## src/rtl/assert_macros.svh

```systemverilog
// ----------------------------------------------------------------------------
// Assertion macros used by the auto-pan controller.
// Clocked checks with and without a reset qualifier.
// ----------------------------------------------------------------------------
`ifndef ASSERT_MACROS_SVH
`define ASSERT_MACROS_SVH

// Check on every rising edge, ignored while reset is asserted.
`define ASSERT_CLK(label, clk_sig, rst_n, prop, msg) \
	label: assert property (@(posedge clk_sig) disable iff (!rst_n) prop) else $error(msg);

// Check on every rising edge, including while reset is asserted.
`define ASSERT_ALL(label, clk_sig, prop, msg) \
	label: assert property (@(posedge clk_sig) prop) else $error(msg);

`endif

```

## src/rtl/slap_pkg.sv

```systemverilog
// ----------------------------------------------------------------------------
// slap_pkg
// Types and constants shared by the sine LFO auto-pan modules.
// ----------------------------------------------------------------------------
package slap_pkg;

	// Configuration port geometry.
	localparam int unsigned CFG_INDEX_W = 2;
	localparam int unsigned CFG_DATA_W  = 32;

	// Register indexes on the configuration port.
	typedef enum logic [CFG_INDEX_W-1:0] {
		REG_PHASE_STEP    = 2'd0,
		REG_DEPTH_GAIN    = 2'd1,
		REG_CHANNEL_COUNT = 2'd2
	} reg_index_t;

	// Register reset values.
	localparam logic [31:0] PHASE_STEP_RESET    = 32'd89478;
	localparam logic [15:0] DEPTH_GAIN_RESET    = 16'd4096;
	localparam logic [1:0]  CHANNEL_COUNT_RESET = 2'd2;

	// Channel count codes; every other code scales both channels.
	localparam logic [1:0] CHAN_NONE = 2'd0;
	localparam logic [1:0] CHAN_MONO = 2'd1;

	// Fixed-point widths: pan is unsigned Q1.16 in [0, 1], gain is signed Q16.
	localparam int unsigned PAN_W  = 17;
	localparam int unsigned GAIN_W = 21;

	// Pi/2 in Q30, used to build the quarter-wave table.
	localparam logic [63:0] HALF_PI_Q30 = 64'd1686629713;

	// Write request from the configuration port.
	typedef struct packed {
		logic                   en;
		logic [CFG_INDEX_W-1:0] index;
		logic [CFG_DATA_W-1:0]  data;
	} cfg_wr_t;

	// Commands from the controller to the datapath.
	typedef struct packed {
		logic load;    // capture a sample pair, look up pan, advance phase
		logic gain;    // multiply depth by pan, form both gains
		logic mul_l;   // scale the left sample
		logic mul_r;   // scale the right sample
		logic commit;  // write the result register
	} cmd_t;

endpackage

```

## src/rtl/slap_ctrl.sv

```systemverilog
// ----------------------------------------------------------------------------
// slap_ctrl
// Controller: sequences lookup, gain and the two sample multiplies, and
// owns the valid bit of the result register.
// ----------------------------------------------------------------------------
`include "assert_macros.svh"

module slap_ctrl (
	input  logic           clk,
	input  logic           arst_n,
	input  logic           in_valid,
	output logic           in_ready,
	output logic           out_valid,
	input  logic           out_ready,
	output slap_pkg::cmd_t cmd
);
	import slap_pkg::*;

	typedef enum logic [1:0] {
		ST_IDLE,
		ST_GAIN,
		ST_MUL_L,
		ST_MUL_R
	} state_t;

	state_t state_q;
	logic   out_valid_q;
	logic   out_free;

	// The result register can take a new pair when empty or being drained.
	assign out_free = !out_valid_q || out_ready;

	// Commands decoded from the state.
	always_comb begin
		cmd.load   = (state_q == ST_IDLE) && in_valid;
		cmd.gain   = (state_q == ST_GAIN);
		cmd.mul_l  = (state_q == ST_MUL_L);
		cmd.mul_r  = (state_q == ST_MUL_R);
		cmd.commit = (state_q == ST_MUL_R) && out_free;
	end

	// State and result valid.
	always_ff @(posedge clk or negedge arst_n) begin
		if (!arst_n) begin
			state_q     <= ST_IDLE;
			out_valid_q <= 1'b0;
		end else begin
			// A commit refills the result register; otherwise a drain empties it.
			if (cmd.commit) begin
				out_valid_q <= 1'b1;
			end else if (out_ready) begin
				out_valid_q <= 1'b0;
			end
			unique case (state_q)
				ST_IDLE: begin
					if (in_valid) begin
						state_q <= ST_GAIN;
					end
				end
				ST_GAIN: begin
					state_q <= ST_MUL_L;
				end
				ST_MUL_L: begin
					state_q <= ST_MUL_R;
				end
				ST_MUL_R: begin
					if (out_free) begin
						state_q <= ST_IDLE;
					end
				end
				default: begin
					state_q <= ST_IDLE;
				end
			endcase
		end
	end

	assign in_ready  = (state_q == ST_IDLE);
	assign out_valid = out_valid_q;

	// A captured pair always moves on to the gain step.
	`ASSERT_CLK(a_load_to_gain, clk, arst_n, cmd.load |=> (state_q == ST_GAIN),
		"accepted pair did not enter the gain step")
	// Writing the result register always raises its valid.
	`ASSERT_CLK(a_commit_valid, clk, arst_n, cmd.commit |=> out_valid_q,
		"committed result not offered")
	// A full, stalled result register holds the last step back.
	`ASSERT_CLK(a_stall_holds, clk, arst_n,
		(state_q == ST_MUL_R && out_valid_q && !out_ready) |=> (state_q == ST_MUL_R),
		"result overwritten while output stalled")
	// Nothing is in flight or offered while reset is held.
	`ASSERT_ALL(a_reset_idle, clk, (!arst_n) |-> (state_q == ST_IDLE && !out_valid_q),
		"controller not idle during reset")

endmodule

```

## config.mk

```make
export PLATFORM = sky130hd
export DESIGN_NAME = slap_ctrl
export DESIGN_NICKNAME = d
export VERILOG_FILES = /design/src/rtl/slap_pkg.sv /design/src/rtl/slap_ctrl.sv
export VERILOG_INCLUDE_DIRS = /design/src /design/src/rtl
export SDC_FILE = /design/constraint.sdc
export NUM_CORES = 1
export LEC_CHECK = 0
export ABC_CLOCK_PERIOD_IN_PS = 1700
export BUFFER_PORTS_ARGS = -buffer_cell sky130_fd_sc_hd__buf_2
export CAP_MARGIN = 0
export CORE_AREA = 2 2 39 41
export DETAILED_ROUTE_END_ITERATION = 12
export DIE_AREA = 0 0 41 43
export PLACE_DENSITY_LB_ADDON = 0.08
export SLEW_MARGIN = 25
export SYNTH_ARGS = -nofsm -noshare
export SYNTH_HDL_FRONTEND = slang
export SYNTH_SLANG_ARGS = --single-unit
```

## constraint.sdc

```tcl
create_clock -name clk -period 1.7 [get_ports clk]
set_input_delay 0.085 -clock clk [delete_from_list [all_inputs] [get_ports clk]]
set_output_delay 0.085 -clock clk [all_outputs]
set_load 0.01 [all_outputs]
```

---- After elaboration in Yosys (flattened, before gate mapping) ----
Cells that the tools add are included.
cells by class
  add/sub/neg operators ................... 0
  multiply operators ...................... 0
  div/mod/pow operators ................... 0
  $lt $le $gt $ge ......................... 0
  eq/ne operators ......................... 5
  shifts and indexed selects .............. 0
  muxes and demuxes ....................... 5
  bitwise gates (word level) .............. 0
  reduce and logical (&&, ||, !) cells .... 7
operators by type and width
  kind                number
  $pmux 2 s4          1
  $eq 2x2->1 const B  2
  $mux 2              2
  $eq 2x1->1 const B  1
  $logic_and 1x1->1   2
  $logic_not 2->1     1
  $mux 1              2
  $ne 2x1->1 const B  1
  $ne 2x2->1 const B  1
  $reduce_and 2->1    1
  $reduce_bool 2->1   1
  $logic_not 1->1     1
  $logic_or 1x1->1    1
storage, ports and cells
  register bits after elaboration ......... 3
  latch bits .............................. 0
  bits in writable memories ............... 0
  bits in read-only memories .............. 0
  input port bits ......................... 4
  output and inout port bits .............. 7
  logic and storage cells ................. 19
  memories ................................ 0

---- Logic depth before layout (Yosys ltp) ----
  word-level depth ........................ 4
  depth in mapped cells ................... 4
  depth with buffers taken out ............ 4

---- Worst setup path before layout ----
No wires, ideal clock.
  path kind ............................... reg-to-reg
  start point ............................. reg state_q[0]
  end point ............................... reg state_q[1]
  setup time .............................. 0.125 ns
  arrival ................................. 1.284 ns
  data required time ...................... 1.575 ns
  path slack .............................. 0.291 ns
  stages on the path, launching flop included .. 5
  path buffers ............................ 0
  period minus slack after synthesis ...... 1.409 ns
  path through ............................ dfrtp_1 ha_1 and3b_1 a21oi_2 mux2_4
RTL lines
  element                 RTL line         source
  start, declared         slap_ctrl.sv:26  state_t state_q;
  start signal, assigned  slap_ctrl.sv:45  state_q <= ST_IDLE;
  start signal, assigned  slap_ctrl.sv:57  state_q <= ST_GAIN;
  start signal, assigned  slap_ctrl.sv:61  state_q <= ST_MUL_L;

---- Worst setup path after layout ----
  start point ............................. reg state_q[0]
  end point ............................... reg state_q[1]
between the ends
  cells in the longest elaborated chain, start to end .. 3
  elaborated cells on any way between the ends .. 8
  those cells by class .................... eq/ne: 5; mux: 1; reduce/logical: 2
ends and longest elaborated chain
  element                                                    RTL line         source
  $eq 2x2->1 / $logic_not 2->1 (equally long branches)       slap_ctrl.sv:54  unique case (state_q)
  $ne 2x1->1 (no line) / $ne 2x2->1 (equally long branches)  --
  $reduce_and 2->1 (no line)                                 --
Parallel ways exist; a longest one is shown, timed or not.
A chain may end at the register's enable or synchronous reset.

==> flow_summary.json <==
{
  "seq_area_frac_synth_pct": 36.6,
  "cts.sinks": 3,
  "yosys_warnings": 0,
  "clk_pin_slew_worst_paths_ns": 0.04,
  "cp_top_family": "flip-flops",
  "outcome": "finished clean",
  "die-area_sq_um": 1760,
  "pwr_density_cell_nw_per_um2": 1900,
  "post_cts_resized": 0,
  "synth_nets": 26,
  "cts_made_buffers": 3,
  "p_total_mw": 0.593,
  "syn_avg_cell_area_sq_um": 11.4,
  "min_period_ns": 1.45,
  "vias": 169,
  "peakVddDrop_v": 0.000506,
  "syn-cell-area_sq_um": 205,
  "clock_path_buffers": 2,
  "area_delta_synth_final_pct": 51.8,
  "post-cts-setup-buffers": 0,
  "coreArea_sq_um": 1380,
  "synth_top_area_share_pct": 36.6,
  "wirelength_um": 462,
  "r2r-start": "state_q[0]",
  "max_slew.worst_pin.slew_ns": 0.162,
  "period_share_pct": 85.2,
  "fin_skew_ns": 0.000228,
  "crit_buf_inv": 0,
  "drtAntennaViolNets": 0,
  "start_util_pct": 14.8,
  "drtPass1Iterations": 1,
  "vias_per_cell": 3.45,
  "antenna_cells": 0,
  "grt_pass1_wl_um": 696,
  "grt_pass1_vias": 180,
  "fin_util_pct": 22.5,
  "drive_above_1_share_pct": 48.5,
  "cts_tree": "done",
  "routedWlPerCell_um": 9.43,
  "h-tree-depth": 1,
  "max_stage_delay_ns": 0.41,
  "io_pins": 11,
  "r2r_slack_ns": 0.25,
  "min_from": "out_ready",
  "overflow": 0,
  "drc": 0,
  "drtIter0Drc": 0,
  "die_h_um": 43,
  "r2r-end": "state_q[1]",
  "syn_inst": 18,
  "relSlewSlack_pct": 89.2,
  "path_class": "register to register",
  "final_nets": 42,
  "antenna_found_initial": 0,
  "rows": 14,
  "crit_fanout": 4,
  "worst_setup_path_end_kind": "register",
  "numPortBuffers": 10,
  "yosysUniqueCellTypes": 9,
  "crit_path_start_kind": "register",
  "hold_path_end": "out_valid",
  "yosysTopAreaCell": "dfrtp_1",
  "maxCapViolCount": 0,
  "slew_violations": 0,
  "ff2ff_path_depth": 4,
  "gp_congestion": 0.656,
  "grtUsageTotal_pct": 6.33,
  "netlist_top_cells_area": "dfrtp_1 (37%), ha_1 (24%), mux2_4 (7.3%)",
  "crit_required_ns": 1.81,
  "rsz0062_at_grt": "false",
  "hold_depth": 3,
  "min_path_type": "input pin to register",
  "worstPathCellList": "ha_1 > and3b_1 > a21oi_2 > mux2_4",
  "clk-insertion-delay-late_ns": 0.23,
  "hold_viol_final": 0,
  "setup_viol": 0,
  "leakagePower_nw": 0.180,
  "fmax_ghz": 0.690,
  "setup_tns_ns": 0,
  "dpl.hpwl_um": 368,
  "root_buffer": "clkbuf_4",
  "die_x_um": 41,
  "ys_ff_latch": 3,
  "critPathSlowestCell": "dfrtp_1",
  "crit_arrival_ns": 1.56,
  "grt_max_degree": 5
}
[cells in the mapped netlist]
cell type,n
and2_1,2
and3b_1,1
dfrtp_1,3
nand2b_1,2
mux2_4,1
a21oi_2,1
inv_1,3
ha_1,4
o32a_2,1
[cells in the final DEF (no fill, tap or decap), drive strengths merged]
| cell | instances |
|---|---|
| nand2b | 2 |
| dlygate4sd3 | 1 |
| and3b | 1 |
| o32a | 1 |
| and2 | 2 |
| mux2 | 1 |
| inv | 3 |
| a21oi | 1 |
| buf | 10 |
| ha | 4 |
| clkbuf | 4 |
| dfrtp | 3 |
[tightest hold or removal path, stage by stage]
cell and delay, ns:
buf_2 0.08, nand2b_1 0.10, nand2b_1 0.06
[routing by layer]
| layer | up-vias | wire, um | share of wire [%] | global-route usage, % |
|---|---|---|---|---|
| met4 | 0 | 0 | 0 | 4.00 |
| met5 | - | 0 | 0 | 0 |
| met2 | 7 | 213 | 46 | 8.44 |
| met1 | 74 | 202 | 44 | 6.43 |
| li1 | 88 | - | - | - |
| met3 | 0 | 46 | 10 | 5.24 |
[power by group]
group | internal [mW] | total (mW) | leakage (nW) | switching [mW]
clock | 0.0879 | 0.124 | 0.0150 | 0.0361
combinational | 0.168 | 0.319 | 0.129 | 0.150
sequential | 0.111 | 0.150 | 0.0359 | 0.0392
[area by class of cell]
cell class                      instances  area [sq um]
Fill cell                             156          1070
Timing Repair Buffer                   11          60.1
Inverter                                3          11.3
Clock buffer                            4          26.3
Multi-Input combinational cell         12           119
Tap cell                               16          20.0
Sequential cell                         3          75.1
[stage by stage]
stage	hold WS [ns]	worst slack, ns	instances	instance area [sq um]
global placement	-0.119	0.235	44	275
detailed placement	-0.117	0.243	44	275
global route	0.160	0.187	49	312
finish	0.142	0.251	49	312
floorplan	-0.211	0.291	18	205
CTS	0.141	0.235	49	312
[what timing repair did]
item / CTS / global route
hold buffers: 1 / 0
endpoints found under the setup margin: 0 / 0
endpoints found under the hold margin: 3 / 0
[state kept, by name, indices dropped and copies added, names as in the netlist]
| register | cells |
|---|---|
| out_valid | 1 |
| state_q | 2 |
[worst max-delay path by stage]
stage,slack (ns),to,startpoint,cells past startpoint
CTS,0.23,state_q[1],state_q[0],4
global route,0.19,state_q[1],state_q[0],4
floorplan,0.29,state_q[1],state_q[0],4
global placement,0.24,state_q[1],state_q[0],4
detailed placement,0.24,state_q[1],state_q[0],4
finish,0.25,state_q[1],state_q[0],4
[kinds of logic after synthesis]
group	share of synthesized area [%]
AO/OA/AOI/OAI	9.76
adder cells (fa/ha/maj)	24.4
buffers and inverters	5.49
flip-flops	36.6
multiplexers	7.31
AND/OR/NAND/NOR	16.5
No activity file was read; power rests on OpenSTA's default activity.
